<file path="src/rtl/sbb_pkg.sv">
// Package for the separable box blur core: sizes, state machine type,
// controller/datapath command and status structs. No dependencies.
package sbb_pkg;
  localparam int MAX_WIDTH  = 2048;
  localparam int MAX_HEIGHT = 4096;
  localparam int MAX_KERNEL = 31;
  localparam int COL_W  = $clog2(MAX_WIDTH);       // 11
  localparam int ROW_W  = $clog2(MAX_HEIGHT) + 1;  // 13
  localparam int KW     = $clog2(MAX_KERNEL + 1);  // 5
  localparam int SLOT_W = $clog2(MAX_KERNEL);      // 5
  localparam int LS_DEPTH = MAX_KERNEL * MAX_WIDTH;
  localparam int LS_AW  = $clog2(LS_DEPTH);
  localparam int SUM_W  = 8 + KW;                  // up to 31*255
  localparam int PADDR_W = 5;

  localparam logic [PADDR_W-1:0] REG_IMAGE_WIDTH   = 5'd0;
  localparam logic [PADDR_W-1:0] REG_IMAGE_HEIGHT  = 5'd4;
  localparam logic [PADDR_W-1:0] REG_KERNEL_WIDTH  = 5'd8;
  localparam logic [PADDR_W-1:0] REG_KERNEL_HEIGHT = 5'd12;
  localparam logic [PADDR_W-1:0] REG_COLOR_MODE    = 5'd16;

  typedef enum logic [3:0] {
    ST_IDLE,    // wait for an item
    ST_HRD,     // write pixel into raw row, clear tap counter
    ST_HACC,    // accumulate horizontal tap
    ST_HDIV,    // divide horizontal sums
    ST_HWR,     // write horizontal result to line store
    ST_VRD,     // issue line store read for vertical tap k
    ST_VACC,    // accumulate vertical tap
    ST_VDIV,    // divide vertical sums
    ST_OUT,     // present result
    ST_NEXT     // advance column or finish
  } state_t;

  typedef struct packed {
    logic start;       // latch item, compute geometry
    logic raw_write;   // write pixel into raw row
    logic clr_acc;
    logic hrd;         // raw row read at tap k
    logic acc;         // add registered read data
    logic div_start;
    logic hwr;         // write horizontal result
    logic vrd;         // line store read at tap k
    logic load_out;
    logic next_x;
    logic finish;      // update counters
    logic use_ls;      // accumulate from line store read data
  } cmd_t;

  typedef struct packed {
    logic ignore;      // drain item inside image
    logic real_row;    // r < h
    logic do_h;        // range non-empty
    logic do_v;        // output row valid
    logic k_last;      // tap counter at last tap
    logic x_last;      // x at x1
    logic div_done;
  } sts_t;

  // round(s/d), ties to even, from quotient and remainder
  function automatic logic [7:0] round_even(input logic [SUM_W-1:0] q,
                                            input logic [KW:0] rem2,
                                            input logic [KW-1:0] d);
    logic up;
    up = (rem2 > {1'b0, d}) || (rem2 == {1'b0, d} && q[0]);
    return q[7:0] + {7'd0, up};
  endfunction

  // row modulo MAX_KERNEL (31): 32 = 1 mod 31, so fold 5-bit digits
  function automatic logic [SLOT_W-1:0] mod_kernel(input logic [ROW_W-1:0] v);
    logic [6:0] s1;
    logic [5:0] s2;
    s1 = 7'(v[4:0]) + 7'(v[9:5]) + 7'(v[12:10]);
    s2 = 6'(s1[4:0]) + 6'(s1[6:5]);
    if (s2 >= 6'd31) s2 = s2 - 6'd31;
    return s2[4:0];
  endfunction
endpackage

</file>
<file path="src/rtl/sbb_ctrl.sv">
// Controller state machine for the box blur core.
// Depends on sbb_pkg.
module sbb_ctrl (
  input  logic            clk,
  input  logic            rst,
  input  logic            in_valid,
  output logic            in_ready,
  output logic            out_valid,
  input  logic            out_ready,
  input  sbb_pkg::sts_t   sts,
  output sbb_pkg::cmd_t   cmd
);
  import sbb_pkg::*;
  state_t state, state_next;

  always_ff @(posedge clk) begin
    if (rst) state <= ST_IDLE;
    else state <= state_next;
  end

  always_comb begin
    state_next = state;
    cmd = '0;
    in_ready = 1'b0;
    out_valid = 1'b0;
    case (state)
      ST_IDLE: begin
        in_ready = 1'b1;
        if (in_valid) begin
          cmd.start = 1'b1;
          state_next = ST_HRD;
        end
      end
      ST_HRD: begin
        // first cycle after start: geometry settled
        if (sts.ignore) state_next = ST_IDLE;
        else begin
          cmd.raw_write = sts.real_row;
          if (!sts.do_h) state_next = ST_NEXT;
          else begin
            cmd.clr_acc = 1'b1;
            state_next = sts.real_row ? ST_HACC : ST_VRD;
          end
        end
      end
      ST_HACC: begin
        cmd.hrd = 1'b1;
        if (sts.k_last) state_next = ST_HDIV;
      end
      ST_HDIV: begin
        cmd.acc = 1'b1;  // last read data
        cmd.div_start = 1'b1;
        state_next = ST_HWR;
      end
      ST_HWR: begin
        if (sts.div_done) begin
          cmd.hwr = 1'b1;
          cmd.clr_acc = 1'b1;
          state_next = ST_VRD;
        end
      end
      ST_VRD: begin
        if (!sts.do_v) state_next = ST_NEXT;
        else begin
          cmd.vrd = 1'b1;
          cmd.use_ls = 1'b1;
          if (sts.k_last) state_next = ST_VACC;
        end
      end
      ST_VACC: begin
        cmd.use_ls = 1'b1;
        cmd.acc = 1'b1;
        cmd.div_start = 1'b1;
        state_next = ST_VDIV;
      end
      ST_VDIV: begin
        cmd.use_ls = 1'b1;
        if (sts.div_done) begin
          cmd.load_out = 1'b1;
          state_next = ST_OUT;
        end
      end
      ST_OUT: begin
        out_valid = 1'b1;
        if (out_ready) state_next = ST_NEXT;
      end
      ST_NEXT: begin
        if (sts.do_h && !sts.x_last) begin
          cmd.next_x = 1'b1;
          cmd.clr_acc = 1'b1;
          state_next = sts.real_row ? ST_HACC : ST_VRD;
        end else begin
          cmd.finish = 1'b1;
          state_next = ST_IDLE;
        end
      end
      default: state_next = ST_IDLE;
    endcase
  end
endmodule

</file>
<file path="config.mk">
export PLATFORM = sky130hd
export DESIGN_NAME = sbb_ctrl
export DESIGN_NICKNAME = d
export VERILOG_FILES = /design/src/rtl/sbb_pkg.sv /design/src/rtl/sbb_ctrl.sv
export SDC_FILE = /design/constraint.sdc
export NUM_CORES = 1
export LEC_CHECK = 0
export BUFFER_PORTS_ARGS = -buffer_cell sky130_fd_sc_hd__buf_2
export CAP_MARGIN = 20
export CORE_AREA = 2 2 39 41
export DETAILED_ROUTE_END_ITERATION = 7
export DIE_AREA = 0 0 41 43
export PLACE_DENSITY = 0.67
export SYNTH_ARGS = -nofsm -noshare
export SYNTH_HDL_FRONTEND = slang
export SYNTH_SLANG_ARGS = --single-unit
</file>
<file path="constraint.sdc">
create_clock -name clk -period 2.9 [get_ports clk]
set_input_delay 0.58 -clock clk [delete_from_list [all_inputs] [get_ports clk]]
set_output_delay 0.58 -clock clk [all_outputs]
set_load 0.01 [all_outputs]
</file>
==> results_dict.tcl, run 1 <==
set metrics [dict create \
    dr.pass1.iters 4 \
    via_per_inst 5.82 \
    yosysSeqAreaShare 0.151 \
    vias 617 \
    max_slew.worst_pin.slew_ps 572 \
    final_cell_count_no_fill 106 \
    power_frac_seq 0.299 \
    power.leakage_nw 0.255 \
    synth_cell_type_count 35 \
    cts_made_buffers 3 \
    p_comb_frac 0.581 \
    max_flop_register "state" \
    gpl.final_weighted_congestion 0.774 \
    wl_um 1330 \
    clk_pin_slew_ps 40 \
    final-seq-area_um2 80.1 \
    drive_above_1_share 0.344 \
    syn_area_per_cell_um2 7.49 \
    slew_viol_final 0 \
    multi_input_area_um2 400 \
    cts_max_path_buffers 2 \
    largest_reg_flops 4 \
    grt_pass1_wl_um 2120 \
    powerDensity_mw_per_mm2 895 \
    hold_buffers 0 \
    rsz0062_at_grt "no" \
    hold_viol 0 \
    setup_viol 0 \
    status "complete, no violations" \
    startpoint_type "flip-flop" \
    grt_pass1_vias 487 \
    cts_tree "done" \
    reg_top3 "state x4" \
    vdd_drop_max_mv 0.397 \
    cts_root_buf "clkbuf_4" \
    io_buffer_count 24 \
    fill_cells 161 \
    antenna_found_initial 0 \
    max_freq_ghz 0.409 \
    num_antenna_cells 0 \
    syn-num-nets 82 \
    io-pin-count 25 \
    hold-worst-slack_ps 567 \
    power_uw 579 \
    clkPwrFrac 0.119 \
    switching_share 0.491 \
    end_kind "output pin" \
    syn_inst 71 \
    ys_ff_latch 4 \
    place_hpwl_um 968 \
    wl_per_cell_um 12.6 \
    dieWidth_um 41 \
    drt_iter0_drc 11 \
    fin_crit_ps 2440 \
    internal_power_uw 295 \
    grt-ovfl-total 0 \
    cts_setup_buffers 0 \
    clock_skew_ps 5.07 \
    path_max_fanout 18 \
    holdPathStages 2 \
    die-area_mm2 0.00176 \
    area_growth_pct 21.6 \
    cap_viol_max_count 0 \
    critPathKind "flip-flop to output pin" \
    fin_crit_sh 0.842 \
    async_reset_ff_frac 0 \
    synth-edff-count 0 \
    worst_slew_margin_rel 0.618 \
    finalSetupTns_ps 0 \
    final_common_cell "buf_2" \
    die-height_um 43 \
    final_cell_mix "24 x buf_2, 8 x a21oi_1, 5 x nand2b_1, 5 x nor3_1, 5 x nor2_1" \
    drc 0 \
    cp.required_ps 2320 \
    grt.total_usage 0.175 \
    post_cts_resized 0 \
    start_util 0.384 \
    hold_class "primary input to flip-flop" \
    nNetsFinal 103 \
    ant_nets 0 \
    netlist_area_um2 532 \
    grt_max_degree 21 \
    insertion_delay_ps 240 \
    ys_warn_count 0 \
    power.switching_uw 284 \
    clock-sinks 4 \
    synthFlopType "dfxtp_1" \
    h-tree-depth 1 \
    cp.arrival_ps 1860 \
    reg2regPathDepth 4 \
    numPlacedInstances 103 \
    rows 14 \
    coreArea_mm2 0.00138 \
]
-- cells by family after synthesis --
group,count (synthesis),share of synthesized area
xor+xnor,2,0.0329
simple gates,34,0.426
flops,4,0.151
compound gates,20,0.254
mux,2,0.0400
buf+inv,9,0.0965
-- Yosys cell counts (2+ instances only) --
library cell	instances	area share
a21oi_1	8	0.075
buf_2	5	0.047
nand2b_1	5	0.059
nor2_1	5	0.035
nor3_1	5	0.047
dfxtp_1	4	0.15
nor3b_1	4	0.056
a311oi_1	3	0.049
a211o_1	2	0.033
nand4b_1	2	0.033
nand4bb_1	2	0.042
nor4b_1	2	0.033
xnor2_1	2	0.033
-- routing by layer --
layer,share of wire,vias to the layer above,wire length [um],global-route usage
met2,0.45,31,595,0.216
met4,0,0,0,0.0467
met1,0.46,277,614,0.260
li1,-,309,-,-
met5,0,-,0,0
met3,0.091,0,121,0.0890
-- path summary, 6_finish.rpt --
| check | endpoint | from | slack (ps) |
|---|---|---|---|
| setup / recovery | cmd[10] | state[0] | 460 |
| setup reg to reg | state[0] | state[1] | 990 |
| hold reg to reg | state[1] | state[1] | 770 |
| hold / removal | state[1] | rst | 570 |
-- worst max-delay path, stage by stage, from the launching register on --
cell,delay [ps]
dfxtp_1,670
or4b_1,570
nor3b_1,220
buf_2,160
-- per-stage QoR --
stage               worst slack [ps]   util  instance area [um2]
CTS                              476  0.467                  647
floorplan                        978      -                  532
finish                           458  0.467                  647
detailed placement               734  0.451                  624
global placement                 804  0.451                  624
global route                     333  0.467                  647
-- final cells by class --
cell class / count / area share
Clock buffer: 3 / 0.0348
Inverter: 1 / 0.00580
Multi-Input combinational cell: 58 / 0.619
Sequential cell: 4 / 0.124
Tap cell: 16 / 0.0309
Timing Repair Buffer: 24 / 0.186
-- power groups by stage --
stage	Combinational (mW)	Clock, mW	Sequential, mW
after floorplan	0.352	0	0.0906
after global placement	0.332	0	0.169
after detailed placement	0.337	0	0.172
after CTS	0.339	0.0712	0.172
after global routing	0.381	0.0786	0.184
final	0.337	0.0692	0.173
Note: power is estimated with default switching activity, not from simulation.
==> run 2: changes to the inputs <==
Clock period 2.9 ns to 2.43 ns, I/O delays scaled along.
==> run 2 against run 1 <==
Clock power rose by 17%. Wire length rose by 0.15%. Combinational power rose by 28%. Critical endpoint unchanged. First-iteration DRC count rose by 45%. Total power rose by 21%.
==> results_dict.tcl, run 2 (synthesized netlist as in run 1, its figures left out) <==
set metrics [dict create \
    cts_max_path_buffers 2 \
    wl_um 1330 \
    worstHoldStart "rst" \
    antenna_found_initial 0 \
    num_antenna_cells 0 \
    clock_skew_ps 2.35 \
    drive_above_1_share 0.352 \
    max_freq_ghz 0.454 \
    holdPathEnd "state[3]" \
    drt_iter0_drc 16 \
    vdd_drop_max_mv 0.406 \
    max_slew.worst_pin.slew_ps 562 \
    gpl.final_weighted_congestion 0.767 \
    r2r_slack_ps 520 \
    reg_top3 "state x4" \
    cts_tree "done" \
    fin_crit_sh 0.907 \
    grt_pass1_vias 519 \
    cts_made_buffers 3 \
    clock-sinks 4 \
    powerDensity_mw_per_mm2 1070 \
    hold_class "primary input to flip-flop" \
    ant_nets 0 \
    grt.total_usage 0.167 \
    worst_slew_margin_rel 0.625 \
    cap_viol_max_count 0 \
    crit_start "state[2]" \
    die-height_um 43 \
    area_growth_pct 23.1 \
    coreArea_mm2 0.00138 \
    dieWidth_um 41 \
    drc 0 \
    vias 603 \
    critPathKind "flip-flop to output pin" \
    wl_per_cell_um 12.5 \
    cp.arrival_ps 1720 \
    end_kind "output pin" \
    grt_max_degree 21 \
    path_max_fanout 18 \
    cts_setup_buffers 0 \
    io_buffer_count 24 \
    startpoint_type "flip-flop" \
    grt-ovfl-total 0 \
    hold_buffers 0 \
    cp.required_ps 1940 \
    final_util 0.473 \
    reg2regPathDepth 4 \
    hold_viol 0 \
    start_util 0.384 \
    io-pin-count 25 \
    place_hpwl_um 1000 \
    reg2reg_to "state[0]" \
    finalSetupTns_ps 0 \
    status "complete, no violations" \
    power.leakage_nw 0.260 \
    die-area_mm2 0.00176 \
    insertion_delay_ps 230 \
    holdPathStages 2 \
    rsz0062_at_grt "no" \
    largest_reg_flops 4 \
    h-tree-depth 1 \
    via_per_inst 5.64 \
    fill_cells 156 \
    slew_viol_final 0 \
    cts_root_buf "clkbuf_4" \
    rows 14 \
    max_flop_register "state" \
    clk_pin_slew_ps 40 \
    post_cts_resized 0 \
    setup_viol 0 \
    hold-worst-slack_ps 474 \
    nNetsFinal 104 \
    dr.pass1.iters 6 \
    grt_pass1_wl_um 2130 \
    regToRegStartpoint "state[1]" \
    final_cell_mix "24 x buf_2, 8 x a21oi_1, 5 x nand2b_1, 5 x nor3_1, 5 x nor2_1" \
    final_common_cell "buf_2" \
    fin_crit_ps 2200 \
]
## run 2: cell count changes in the layout (fill, tap and decap cells not counted), sizes merged
| cell | delta |
|---|---|
| buf | +1 |
## run 2: worst max path at each step
stage	to	slack, ps	cells after the start
global route	cmd[10]	140	3
floorplan	cmd[11]	600	4
global placement	cmd[10]	520	3
finish	cmd[10]	230	3
CTS	cmd[10]	230	3
detailed placement	cmd[10]	480	3
## run 2: cell type report
| cell class | instances | area [um2] | area share |
|---|---|---|---|
| repair buffers | 25 | 128 | 0.195 |
| inverters | 1 | 3.75 | 0.00574 |
| multi-input cells | 58 | 400 | 0.612 |
| flip-flops and latches | 4 | 80.1 | 0.122 |
| well taps | 16 | 20.0 | 0.0306 |
| clock buffers | 3 | 22.5 | 0.0344 |
## run 2: metrics by stage
step                power [mW]  worst slack, ps  std cells  instance area [um2]
floorplan                0.528              602         71                  532
global placement         0.613              523        104                  632
detailed placement       0.620              479        104                  632
CTS                      0.705              226        107                  654
global route             0.769              144        107                  654
finish                   0.698              225        107                  654
## run 2: worst max-delay path, stage by stage, from the launching register on
cell	delay, ps
dfxtp_1	460
or4b_1	650
nor3b_1	210
buf_2	160
## run 2: where the power goes
| part | internal [mW] | switching, mW |
|---|---|---|
| clock | 0.0552 | 0.0258 |
| combinational | 0.213 | 0.218 |
| sequential | 0.0930 | 0.0932 |
## run 2: per-layer routing
metal / vias to the layer above / wire length [um] / track usage
li1: 308 / - / -
met1: 261 / 631 / 0.244
met2: 32 / 581 / 0.253
met3: 2 / 111 / 0.0471
met4: 0 / 8 / 0
met5: - / 0 / 0
==> run 3: changes to the inputs <==
Settings changed: CORE_AREA 2 2 39 41 to default, CORE_UTILIZATION from default to 30, DIE_AREA 0 0 41 43 to default, PLACE_DENSITY 0.67 to 0.53.
==> run 3 against run 2 <==
The run now ends with DRC left. Flip-flop and latch count unchanged. Global-route usage decreased by 1.8 points. Largest cell class unchanged. Critical endpoint unchanged. Setup slack improved by 10 ps. Maximum frequency increased by 0.46%. Non-clock buffer count unchanged. Core utilization decreased by 5.8 points. Die area increased by 10%. Critical path depth unchanged.
==> results_dict.tcl, run 3 (synthesized netlist as in run 1, its figures left out) <==
set metrics [dict create \
    status "complete, but fails checks" \
    violations "DRC" \
    r2r_slack_ps 540 \
    grt_pass1_vias 495 \
    antenna_found_initial 0 \
    powerDensity_mw_per_mm2 1070 \
    cts_made_buffers 3 \
    cp.arrival_ps 1710 \
    cap_viol_max_count 0 \
    die-height_um 44.1 \
    multi_input_area_um2 400 \
    io-pin-count 25 \
    reg2regPathDepth 4 \
    clock_skew_ps 3.96 \
    critPathKind "flip-flop to output pin" \
    max_slew.worst_pin.slew_ps 550 \
    clock-sinks 4 \
    wl_um 1380 \
    place_hpwl_um 1010 \
    hold_buffers 0 \
    internal_power_uw 362 \
    post_cts_resized 0 \
    cts_tree "done" \
    worst_slew_margin_rel 0.633 \
    path_max_fanout 18 \
    max_freq_ghz 0.456 \
    h-tree-depth 1 \
    io_buffer_count 24 \
    final-seq-area_um2 80.1 \
    dr.pass1.iters 8 \
    cts_max_path_buffers 2 \
    cts_root_buf "clkbuf_4" \
    p_comb_frac 0.634 \
    power.switching_uw 341 \
    final_common_cell "buf_2" \
    rows 14 \
    finalInstanceArea_um2 654 \
    drt_iter0_drc 24 \
    fill_cells 177 \
    clk_pin_slew_ps 40 \
    vdd_drop_max_mv 0.567 \
    largest_reg_flops 4 \
    via_per_inst 5.72 \
    final_cell_mix "24 x buf_2, 8 x a21oi_1, 5 x nand2b_1, 5 x nor3_1, 5 x nor2_1" \
    grt-ovfl-total 0 \
    wl_per_cell_um 12.9 \
    num_antenna_cells 0 \
    ant_nets 0 \
    drc 1 \
    grt.total_usage 0.149 \
    fin_crit_ps 2190 \
    dieWidth_um 44.1 \
    vias 612 \
    nNetsFinal 104 \
    gpl.final_weighted_congestion 0.784 \
    grt_max_degree 21 \
    placed_area_um2 632 \
    hold_class "primary input to flip-flop" \
    holdPathEnd "state[3]" \
    hold_viol 0 \
    switching_share 0.485 \
    reg2reg_to "state[0]" \
    cp.required_ps 1940 \
    die-area_mm2 0.00194 \
    setup_viol 0 \
    start_util 0.337 \
    holdPathStages 2 \
    startpoint_type "flip-flop" \
    slew_viol_final 0 \
    regToRegStartpoint "state[1]" \
    power.leakage_nw 0.260 \
    fin_crit_sh 0.903 \
    worstHoldStart "rst" \
    rsz0062_at_grt "no" \
    max_flop_register "state" \
    end_kind "output pin" \
    area_growth_pct 23.1 \
    insertion_delay_ps 240 \
    finalSetupTns_ps 0 \
    reg_top3 "state x4" \
    coreArea_mm2 0.00158 \
    clkPwrFrac 0.118 \
    power_frac_seq 0.248 \
    grt_pass1_wl_um 2170 \
    drive_above_1_share 0.352 \
    cts_setup_buffers 0 \
]
## run 3: cell counts in the layout (fill, tap and decap cells not counted)
No cell type changed its count.
## run 3: worst max path at each step
stage          startpoint      end  slack (ps)  cells after the start
2_1_floorplan    state[3]  cmd[11]         600                      4
3_3_place_gp     state[2]  cmd[10]         520                      3
3_5_place_dp     state[2]  cmd[10]         500                      3
4_1_cts          state[2]  cmd[10]         240                      3
5_1_grt          state[2]  cmd[10]         120                      3
6_report         state[2]  cmd[10]         240                      3
## run 3: stage by stage
step	hold WS (ps)	util	instances	setup WS, ps	total power [mW]
CTS	470	0.415	107	244	0.703
detailed placement	643	0.401	104	496	0.619
floorplan	555	-	71	602	0.528
global placement	630	0.401	104	523	0.619
global route	478	0.415	107	116	0.775
finish	470	0.415	107	235	0.703
## run 3: power by group through the flow
stage / logic (mW) / registers [mW] / clock network (mW)
after floorplan: 0.420 / 0.108 / 0
after global placement: 0.446 / 0.173 / 0
after detailed placement: 0.445 / 0.174 / 0
after CTS: 0.447 / 0.173 / 0.0830
after global routing: 0.501 / 0.186 / 0.0887
final: 0.446 / 0.174 / 0.0833
## run 3: metal layers
metal,vias to the layer above,track usage,wire (um)
met5,-,0,0
met4,0,0.0364,6
met3,2,0.0408,62
met2,17,0.224,681
met1,281,0.210,635
li1,312,-,-
## run 3: worst max-delay path, cell delays in order (launching register included)
cell	delay, ps
dfxtp_1	470
or4b_1	660
nor3b_1	200
buf_2	150
## run 3: cell type report
cell class	instances	share of cell area
Multi-Input combinational cell	58	0.612
Timing Repair Buffer	25	0.195
Sequential cell	4	0.122
Clock buffer	3	0.0344
Tap cell	16	0.0306
Inverter	1	0.00574
